===== config.mk =====
export PLATFORM = sky130hd
export DESIGN_NAME = rht_queue
export DESIGN_NICKNAME = d
export VERILOG_FILES = /design/src/rtl/rht_pkg.sv /design/src/rtl/rht_queue.sv
export SDC_FILE = /design/constraint.sdc
export NUM_CORES = 1
export LEC_CHECK = 0
export BUFFER_PORTS_ARGS = -buffer_cell sky130_fd_sc_hd__buf_2
export CORE_UTILIZATION = 40
export CTS_CLUSTER_SIZE = 40
export DETAILED_ROUTE_END_ITERATION = 10
export PLACE_DENSITY_LB_ADDON = 0.3
export SLEW_MARGIN = 5
export SYNTH_ARGS = -nofsm -noshare
export SYNTH_HDL_FRONTEND = slang
export SYNTH_SLANG_ARGS = --single-unit

===== constraint.sdc =====
create_clock -name clk -period 6 [get_ports clk]
set_input_delay 0.3 -clock clk [delete_from_list [all_inputs] [get_ports clk]]
set_output_delay 0.3 -clock clk [all_outputs]
set_load 0.03 [all_outputs]

===== src/rtl/rht_pkg.sv =====
// shared types and constants for the rendezvous hash ranking block
`default_nettype none
package rht_pkg;

	localparam int MaxMembers = 64;
	localparam int IdxW = $clog2(MaxMembers);
	localparam int CntW = $clog2(MaxMembers + 1);
	localparam int QDepth = 2;

	localparam logic CMD_KEY = 1'b0;
	localparam logic CMD_MEMBER = 1'b1;

	typedef struct packed {
		logic [0:0] command;
		logic [1:0] key_word_index;
		logic [63:0] key_word;
		logic [7:0] member_id;
		logic [0:0] last_member;
		logic [6:0] wanted_count;
	} req_t;

	typedef struct packed {
		logic [7:0] ranked_id;
		logic [0:0] status;
		logic [0:0] last_result;
	} rsp_t;

	// work handed from the front to the back
	typedef struct packed {
		logic [63:0] weight;
		logic [7:0] id;
		logic last;
		logic [6:0] wanted;
	} job_t;

	localparam logic [31:0] RoundK [64] = '{
		32'h428a2f98,32'h71374491,32'hb5c0fbcf,32'he9b5dba5,32'h3956c25b,32'h59f111f1,
		32'h923f82a4,32'hab1c5ed5,32'hd807aa98,32'h12835b01,32'h243185be,32'h550c7dc3,
		32'h72be5d74,32'h80deb1fe,32'h9bdc06a7,32'hc19bf174,32'he49b69c1,32'hefbe4786,
		32'h0fc19dc6,32'h240ca1cc,32'h2de92c6f,32'h4a7484aa,32'h5cb0a9dc,32'h76f988da,
		32'h983e5152,32'ha831c66d,32'hb00327c8,32'hbf597fc7,32'hc6e00bf3,32'hd5a79147,
		32'h06ca6351,32'h14292967,32'h27b70a85,32'h2e1b2138,32'h4d2c6dfc,32'h53380d13,
		32'h650a7354,32'h766a0abb,32'h81c2c92e,32'h92722c85,32'ha2bfe8a1,32'ha81a664b,
		32'hc24b8b70,32'hc76c51a3,32'hd192e819,32'hd6990624,32'hf40e3585,32'h106aa070,
		32'h19a4c116,32'h1e376c08,32'h2748774c,32'h34b0bcb5,32'h391c0cb3,32'h4ed8aa4a,
		32'h5b9cca4f,32'h682e6ff3,32'h748f82ee,32'h78a5636f,32'h84c87814,32'h8cc70208,
		32'h90befffa,32'ha4506ceb,32'hbef9a3f7,32'hc67178f2};

	localparam logic [255:0] InitH = {32'h6a09e667,32'hbb67ae85,32'h3c6ef372,32'ha54ff53a,
		32'h510e527f,32'h9b05688c,32'h1f83d9ab,32'h5be0cd19};

	function automatic logic [31:0] rotr(input logic [31:0] x, input int n);
		rotr = (x >> n) | (x << (32 - n));
	endfunction

endpackage
`default_nettype wire


===== src/rtl/rht_queue.sv =====
// small fifo between front and back
`default_nettype none
module rht_queue (
	input wire logic clk,
	input wire logic arst_n,
	input rht_pkg::job_t in_job,
	input wire logic in_valid,
	output logic in_ready,
	output rht_pkg::job_t out_job,
	output logic out_valid,
	input wire logic out_ready
);
	rht_pkg::job_t mem_q [rht_pkg::QDepth];
	logic wp_q, rp_q;
	logic [1:0] cnt_q;
	logic push, pop;

	assign in_ready = (cnt_q != 2'd2);
	assign out_valid = (cnt_q != 2'd0);
	assign out_job = mem_q[rp_q];
	assign push = in_valid && in_ready;
	assign pop = out_valid && out_ready;

	always_ff @(posedge clk) begin
		if (push) mem_q[wp_q] <= in_job;
	end

	always_ff @(posedge clk or negedge arst_n) begin
		if (!arst_n) begin
			wp_q <= 1'b0;
			rp_q <= 1'b0;
			cnt_q <= '0;
		end else begin
			if (push) wp_q <= ~wp_q;
			if (pop) rp_q <= ~rp_q;
			cnt_q <= cnt_q + {1'b0, push} - {1'b0, pop};
		end
	end

`ifndef SYNTH
	a_cnt_max: assert property (@(posedge clk) disable iff (!arst_n)
		cnt_q <= 2'd2) else $error("queue overfilled");
	a_ptr_gap: assert property (@(posedge clk) disable iff (!arst_n)
		(cnt_q == 2'd1) |-> (wp_q != rp_q)) else $error("queue pointers out of step");
	a_empty_gap: assert property (@(posedge clk) disable iff (!arst_n)
		(cnt_q == 2'd0) |-> (wp_q == rp_q)) else $error("queue pointers out of step");
`endif
endmodule
`default_nettype wire


## Word level (Yosys, flattened, before mapping)

Memories as Yosys holds them, arrays and structs flattened.
Index checks and enable logic that the tools add are counted.

- Flip-flop bits (word level): 4
- Memory bits (writable): 160
- Bits of input ports: 84
- Output and inout port bits: 82
- Logic and storage cells: 14
- Memories kept: 1

- Add/subtract/negate cells: 2
- Equality and inequality tests: 1
- Muxes and demuxes: 2
- Bitwise logic cells: 2
- Reductions and logical operators: 3

Memory list:

| name | depth | width | rd ports | clocked after Yosys merged registers in | wr ports | RTL line | source |
|---|---|---|---|---|---|---|---|
| mem_q | 2 | 80 | 1 | 0 | 1 | rht_queue.sv:13 | `rht_pkg::job_t mem_q [rht_pkg::QDepth];` |

Operators with widths:

| cell | number |
|---|---|
| $add 2x1->2 | 1 |
| $logic_and 1x1->1 | 2 |
| $mux 1 | 2 |
| $ne 2x2->1 const B | 1 |
| $not 1->1 | 2 |
| $reduce_bool 2->1 | 1 |
| $sub 2x1->2 | 1 |

## Depth between registers and ports, before layout

Gate-level depths: netlist of run 1.

- Depth in word-level cells: 4
- Gate-level depth with buffers: 7
- Mapped depth without buffers: 7

## Worst setup path after synthesis of run 1

Ideal clock, no wire load.

- Kind: flip-flop to flip-flop
- From: register cnt_q[1]
- To: memory mem_q[0][0] (netlist name) (enable)
- Setup time: 0.519 ns
- Data arrival time: 4.183 ns
- Data required time: 5.481 ns
- Path slack: 1.298 ns
- Cell stages (with the launch flop): 4
- Path buffers: 0
- Clock period less this slack: 4.702 ns
- Path through: dfrtp_1 > nand2b_1 > nand2_1 > nor2_1

- Cells in the longest elaborated chain, start to end: 4

RTL lines:

| element | RTL line | source |
|---|---|---|
| start: declaration | rht_queue.sv:15 | `logic [1:0] cnt_q;` |
| start signal: assignment | rht_queue.sv:36 | `cnt_q <= cnt_q + {1'b0, push} - {1'b0, pop};` |
| $ne 2x2->1 | rht_queue.sv:18 | `assign in_ready = (cnt_q != 2'd2);` |
| named net in_ready | rht_queue.sv:8 | `output logic in_ready,` |
| $logic_and 1x1->1 | rht_queue.sv:21 | `assign push = in_valid && in_ready;` |
| $mux 1 | rht_queue.sv:25 | `if (push) mem_q[wp_q] <= in_job;` |
| $mux 1 (not written as such) | rht_queue.sv:25 |  |
| end: declaration | rht_queue.sv:13 |  |

The timed path passes the listed nets, and every way through them passes these cells.

==> reports/metrics.cfg, run 1 <==
[clock_network]
cts-root-buf=clkbuf_16
cts_tree=done
postCtsSetupBuffers=0
insertion_delay_ps=420
numCtsBuffers=17
cts_htree_levels=4
cts.path.max_buffers=2
path_clk_slew_ps=70
cts_num_sinks=164

[cells_and_area]
fillers=1276
areaGrowthSynthToFinish_pct=25.0
layout_commonest_cell=buf_2
final_nets=530
layout_common_cells=buf_2, edfxtp_1, mux2_4
drive_above_1_share=0.617

[timing]
final.setup.worst_slack_ps=3020
fin_skew_ps=7.21
finalCritPeriodShare=0.497
hold_violations=0
rsz0062_at_grt=false
post-route-min-period_ps=2980
fmax_mhz=336
worst_slew_pin_slew_ps=1150
relSlewSlack=0.236
setup_tns_ps=0
slew_viol_final=0
finalSetupViolations=0

[worst_setup_path]
critPathSlowestCell=dfrtp_4
cp-end-kind=output port
reg2reg_to=mem_q[0][71]
slowest_delay_ps=940
crit_path_start_kind=flop
worstPathRequired_ps=5700
critPathKind=reg -> out
path_max_fanout=42
critPathTopFamily=flip-flops
worst-r2r-setup-slack_ps=3460
path_buf_inv=2
r2r_cells=4
arrival_ps=2680
cp_cell_sequence=buf_4 > mux2_4 > buf_2
r2r_start=cnt_q[0]

[power_and_ir_drop]
p_sw_mw=1.50
p_sw_frac=0.340
p_int_mw=2.90
pwr-share-clk=0.259
comb_power_share=0.352
p_per_area_nw_per_um2=553
p_leak_nw=3.19
peakVddDrop_mv=0.442
p_total_mw=4.40
p_seq_frac=0.390

[die]
num_rows=45
start_util=0.415
die-area_um2=16400
die_h_um=128
die_x_um=128
core_region_area_um2=15400
io_pins=166

[global_routing]
overflow=0
grt_pass1_vias=3138
grt_max_degree=81
antenna_found_initial=0
grt_pass1_wl_um=16200
grtUsageTotal=0.135

[yosys]
syn_inst=266
synth_cell_types=16
ys_warn_count=0
syn_area_um2=6370
synth-seq-cells=164
syn-num-nets=352
ys_seq_area_frac=0.770
avgSynthCellArea_um2=24.0

[route]
drtAntennaViolNets=0
drtPass1Iterations=5
wirelength_um=10500
wl_per_cell_um=15.8
via_count=2978
drc=0
drt-initial-drc-count=139
avgViaCountPerCell=4.45

[hold_path]
hold_depth=1
min_from=in_job[48]
hold_class=in -> reg
min_to=mem_q[1][48]

[placed_design]
gp_congestion=0.690
dp_slack_ps=3420
port-buffer-count=165
dp_hpwl_um=6760

[outcome]
status=completed

[flow_run]
drv_cap=0

[worst reg2reg max path, cell delays in order (launching register included)]
cell,delay (ps)
dfrtp_1,370
nand2b_1,160
nand2_1,150
nor2_4,780
buf_4,670
[power by group through the flow]
stage | clock, mW | sequential (mW) | combinational (mW)
after floorplan | 0 | 1.66 | 1.38
after global placement | 0 | 1.73 | 1.56
after detailed placement | 0 | 1.74 | 1.57
after CTS | 1.16 | 1.72 | 1.57
after global routing | 1.21 | 1.74 | 1.64
final | 1.14 | 1.71 | 1.55
[sequential cells by signal (all words and copies together), names as in the netlist]
signal	flops
cnt_q	2
mem_q	160
wp_q	1
rp_q	1
[stage by stage]
step,util,instances,cell area (µm²),hold WS (ps)
3_5_place_dp,0.476,635,7320,113
5_1_grt,0.518,668,7960,44.2
2_1_floorplan,-,266,6370,4.41
4_1_cts,0.518,668,7960,48.3
3_3_place_gp,0.476,635,7320,108
6_report,0.518,669,7960,69.8
[logic make-up after synthesis]
kind of cell	Yosys count	synth area share
buffers and inverters	10	0.0275
xor gates and xnor gates	4	0.00550
adders and majority gates	2	0.00393
DFF	164	0.770
muxes	80	0.188
and+or+nand+nor	6	0.00550
[worst max path at each step]
stage / from / endpoint / slack [ps] / depth (start not counted)
floorplan: cnt_q[1] / mem_q[0][0] / 1300 / 3
global placement: rp_q / out_job[3] / 3450 / 3
detailed placement: cnt_q[0] / mem_q[0][25] / 3420 / 4
CTS: rp_q / out_job[3] / 2960 / 3
global route: rp_q / out_job[3] / 2890 / 3
finish: rp_q / out_job[3] / 3020 / 3
[layer usage]
metal | wire [µm] | part of all wire | global-route usage | vias up
met5 | 0 | 0 | 0 | -
met2 | 5310 | 0.50 | 0.222 | 100
li1 | - | - | - | 1415
met4 | 272 | 0.026 | 0.0720 | 0
met3 | 676 | 0.064 | 0.0497 | 18
met1 | 4290 | 0.41 | 0.152 | 1445
[synth_stat cells]
cell type  count  share of area
and2_4         1         0.0014
and3_1         1        0.00098
buf_12         8          0.025
buf_6          1         0.0018
dfrtp_1        4          0.016
edfxtp_1     160           0.75
ha_1           2         0.0039
inv_1          1        0.00059
mux2_2         1         0.0018
mux2_4        79           0.19
nand2_1        1        0.00059
nand2b_1       1        0.00098
nor2_1         1        0.00059
or2_1          1        0.00098
xnor2_1        3         0.0041
xor2_1         1         0.0014
[area by class of cell]
| cell class | instances | area, µm² | share of cell area |
|---|---|---|---|
| clock inverters | 14 | 200 | 0.0251 |
| well taps | 211 | 264 | 0.0332 |
| multi-input cells | 92 | 1310 | 0.164 |
| clock buffers | 18 | 429 | 0.0539 |
| inverters | 1 | 3.75 | 0.000471 |
| diodes | 1 | 2.50 | 0.000314 |
| repair buffers | 168 | 851 | 0.107 |
| flip-flops and latches | 164 | 4910 | 0.616 |
[repair_timing]
action / CTS / global route
hold endpoints to repair: 4 / 0
setup endpoints to repair: 0 / 0
gates resized for setup: 0 / 0
hold buffers: 1 / 0
Note: power is estimated with default switching activity, not from simulation.
==> run 2: changes to the inputs <==
clock period = 3.07 ns   (was 6 ns; I/O delays follow)
==> reports/metrics.cfg, run 2 (synthesized netlist as in run 1, its figures left out) <==
[die]
core_region_area_um2=15400
die_h_um=128
num_rows=45
start_util=0.415
die_x_um=128
io_pins=166
die-area_um2=16400

[worst_setup_path]
worstPathRequired_ps=2920
critPathTopFamily=flip-flops
worst-r2r-setup-slack_ps=1150
slowest_delay_ps=920
cp-end-kind=output port
critPathSlowestCell=dfrtp_4
crit_path_start_kind=flop
critPathKind=reg -> out
arrival_ps=2180
path_max_fanout=37
reg2reg_to=mem_q[0][64]
path_buf_inv=2
r2r_start=cnt_q[1]
r2r_cells=4
cp_cell_sequence=buf_12 > mux2_4 > buf_2

[timing]
relSlewSlack=0.500
fmax_mhz=429
slew_viol_final=0
setup_tns_ps=0
fin_skew_ps=4.15
worst_slew_pin_slew_ps=751
rsz0062_at_grt=false
finalSetupViolations=0
finalCritPeriodShare=0.760
hold_violations=0
post-route-min-period_ps=2330

[global_routing]
overflow=0
grtUsageTotal=0.149
grt_pass1_vias=3505
grt_pass1_wl_um=17600
antenna_found_initial=0
grt_max_degree=66

[route]
avgViaCountPerCell=4.45
drc=0
drtAntennaViolNets=0
wirelength_um=11700
wl_per_cell_um=15.6
drt-initial-drc-count=200
via_count=3341
drtPass1Iterations=4

[cells_and_area]
areaGrowthSynthToFinish_pct=37.3
layout_commonest_cell=buf_2
num_antenna_cells=0
drive_above_1_share=0.519
layout_common_cells=buf_2, edfxtp_1, dlygate4sd3_1
largest_reg_flops=160
final_nets=612
largestRegisters=mem_q x160, cnt_q x2
regMostFlops=mem_q

[power_and_ir_drop]
p_per_area_nw_per_um2=975
p_total_mw=8.53
peakVddDrop_mv=0.542
p_leak_nw=3.52

[hold_path]
hold_class=in -> reg
hold_depth=3
min_from=out_ready
min_to=rp_q

[clock_network]
cts.path.max_buffers=2
insertion_delay_ps=420
cts_htree_levels=4
cts-root-buf=clkbuf_16
path_clk_slew_ps=60
cts_tree=done
cts_num_sinks=164
numCtsBuffers=17

[placed_design]
dp_hpwl_um=6890
gp_congestion=0.641
port-buffer-count=165

[outcome]
status=completed

[flow_run]
drv_cap=0

run 2: changes by cell type in the layout (fill, tap and decap cells not counted), sizes merged:
cell / change
dlygate4sd3: +80
inv: -4
clkbuf: +3
clkinv: +3
buf: +2
bufinv: -2
diode: -1
run 2: worst max path at each step:
stage | start | end | slack (ps) | cells past startpoint
global route | rp_q | out_job[47] | 630 | 3
CTS | rp_q | out_job[45] | 680 | 3
detailed placement | cnt_q[0] | mem_q[0][58] | 1140 | 4
floorplan | cnt_q[1] | mem_q[0][0] | 590 | 3
global placement | rp_q | out_job[47] | 1140 | 3
finish | rp_q | out_job[47] | 740 | 3
run 2: final cells by class:
type | instances | area, µm²
Multi-Input combinational cell | 92 | 1310
Clock buffer | 21 | 440
Fill cell | 1205 | 6620
Inverter | 1 | 3.75
Clock inverter | 11 | 111
Sequential cell | 164 | 4910
Tap cell | 211 | 264
Timing Repair Buffer | 250 | 1720
run 2: through the flow:
step           hold WS (ps)   util  cell area [µm²]  std cells  worst slack (ps)
2_1_floorplan          -142      -             6380        266               585
3_3_place_gp          -33.5  0.481             7390        637              1140
3_5_place_dp          -29.8  0.481             7390        637              1140
4_1_cts                29.5  0.569             8750        750               682
5_1_grt                49.3  0.569             8750        750               631
6_report               46.1  0.569             8750        750               737
run 2: layer usage:
layer / up-vias / GRT usage / part of all wire
li1: 1575 / - / -
met1: 1632 / 0.167 / 0.42
met2: 117 / 0.252 / 0.50
met3: 17 / 0.0572 / 0.061
met4: 0 / 0.0623 / 0.016
met5: - / 0 / 0
run 2: repair_timing:
item                      in CTS  in global routing
hold endpoints to repair     164                  0
setup buffers                  0                  0
hold buffers                  81                  0
resized for setup              0                  0
run 2: power by group:
group	total, mW	switching [mW]	internal [mW]
sequential	3.33	0.268	3.06
combinational	3.21	1.85	1.36
clock	1.99	0.804	1.18
total	8.53	2.93	5.61
run 2: worst register-to-register path: stages (launching register included):
cell,delay (ps)
dfrtp_1,400
nand2b_1,130
nand2_1,150
nor2_4,440
buf_12,410
==> run 3: changes to the inputs <==
clock period = 2.2 ns   (was 3.07 ns; I/O delays follow)
==> reports/metrics.cfg, run 3 (synthesized netlist as in run 1, its figures left out) <==
[timing]
hold_violations=0
fmax_mhz=536
finalCritPeriodShare=0.848
rsz0062_at_grt=false
fin_skew_ps=9.44
slew_viol_final=0
post-route-min-period_ps=1870
worst_slew_pin_slew_ps=559
finalSetupViolations=0
relSlewSlack=0.627
setup_tns_ps=0

[clock_network]
numCtsBuffers=17
cts_htree_levels=4
cts_num_sinks=164
cts-root-buf=clkbuf_16
cts_tree=done
cts_resized=0
cts.path.max_buffers=2
path_clk_slew_ps=50
insertion_delay_ps=410

[outcome]
status=completed

[cells_and_area]
largest_reg_flops=160
fin_cells=752
regMostFlops=mem_q
areaGrowthSynthToFinish_pct=38.4
post-route-cell-area_um2=8820
final_nets=616
layout_commonest_cell=buf_2
drive_above_1_share=0.527
largestRegisters=mem_q x160, cnt_q x2
layout_common_cells=buf_2, edfxtp_1, dlygate4sd3_1
num_antenna_cells=0

[flow_run]
drv_cap=0

[route]
drc=0
drtAntennaViolNets=0
drtPass1Iterations=4
avgViaCountPerCell=4.45
wl_per_cell_um=15.8
wirelength_um=11900
drt-initial-drc-count=160
via_count=3346

[global_routing]
antenna_found_initial=0
grt_pass1_vias=3611
grt_max_degree=52
grt_pass1_wl_um=18200
grtUsageTotal=0.151
overflow=0

[worst_setup_path]
path_max_fanout=51
critPathKind=reg -> out
cp_cell_sequence=buf_12 > mux2_4 > buf_2
critPathSlowestCell=dfrtp_4
slowest_delay_ps=440
worst-r2r-setup-slack_ps=460
cp-end-kind=output port
worstPathRequired_ps=2090
crit_path_start_kind=flop
r2r_cells=7
arrival_ps=1760

[placed_design]
gp_congestion=0.688
postPlaceCellArea_um2=7420
dp_hpwl_um=6880
port-buffer-count=165
numPlacedInstances=640

[power_and_ir_drop]
p_leak_nw=3.56
p_int_mw=7.97
p_sw_frac=0.339
p_seq_frac=0.371
p_sw_mw=4.09
pwr-share-clk=0.238
p_per_area_nw_per_um2=1370
peakVddDrop_mv=0.856
comb_power_share=0.391

[die]
core_region_area_um2=15400
num_rows=45
start_util=0.415
io_pins=166
die_x_um=128
die-area_um2=16400
die_h_um=128

[hold_path]
hold_depth=3
hold_class=in -> reg

## run 3: power by group through the flow
stage | registers [mW] | logic, mW | clock network [mW]
6_report | 4.48 | 4.72 | 2.87
5_1_grt | 4.53 | 5.00 | 3.08
2_1_floorplan | 4.49 | 3.78 | 0
3_5_place_dp | 4.54 | 4.65 | 0
4_1_cts | 4.48 | 4.78 | 2.95
3_3_place_gp | 4.50 | 4.63 | 0
## run 3: stage by stage
| stage | power (mW) | setup slack, ps | hold WS, ps | util |
|---|---|---|---|---|
| floorplan | 8.28 | -48.8 | -186 | - |
| global placement | 9.13 | 530 | -81.2 | 0.483 |
| detailed placement | 9.20 | 470 | -76.5 | 0.483 |
| CTS | 12.2 | 308 | 0.347 | 0.574 |
| global route | 12.6 | 271 | 21.7 | 0.574 |
| finish | 12.1 | 333 | 27.4 | 0.574 |
## run 3: worst max-delay path, delay by kind of cell, from the launching register on
family                 cells  cell delay, ps
buffers and inverters      2             520
muxes                      1             340
DFF                        1             440
## run 3: timing repair
item | CTS | global route
hold buffers | 82 | 0
setup buffers | 0 | 0
hold endpoints to repair | 165 | 0
## run 3: routing by layer
metal | global-route usage | vias up | share of wire
met3 | 0.0559 | 8 | 0.058
met1 | 0.172 | 1646 | 0.41
met5 | 0 | - | 0
li1 | - | 1583 | -
met4 | 0.0394 | 0 | 0.0089
met2 | 0.266 | 109 | 0.52
## run 3: worst paths after layout
path / from / to
max: rp_q / out_job[19]
min: out_ready / rp_q
max reg2reg: cnt_q[1] / cnt_q[1]
min reg2reg: cnt_q[0] / cnt_q[0]
max in group asynchronous: arst_n / rp_q
min in group asynchronous: arst_n / cnt_q[0]
## run 3: final cells by class
cell class,count,area (µm²)
Fill cell,1188,6550
Sequential cell,164,4910
Timing Repair Buffer,254,1750
Multi-Input combinational cell,92,1320
Clock buffer,20,437
Tap cell,211,264
Clock inverter,10,135
Inverter,1,3.75
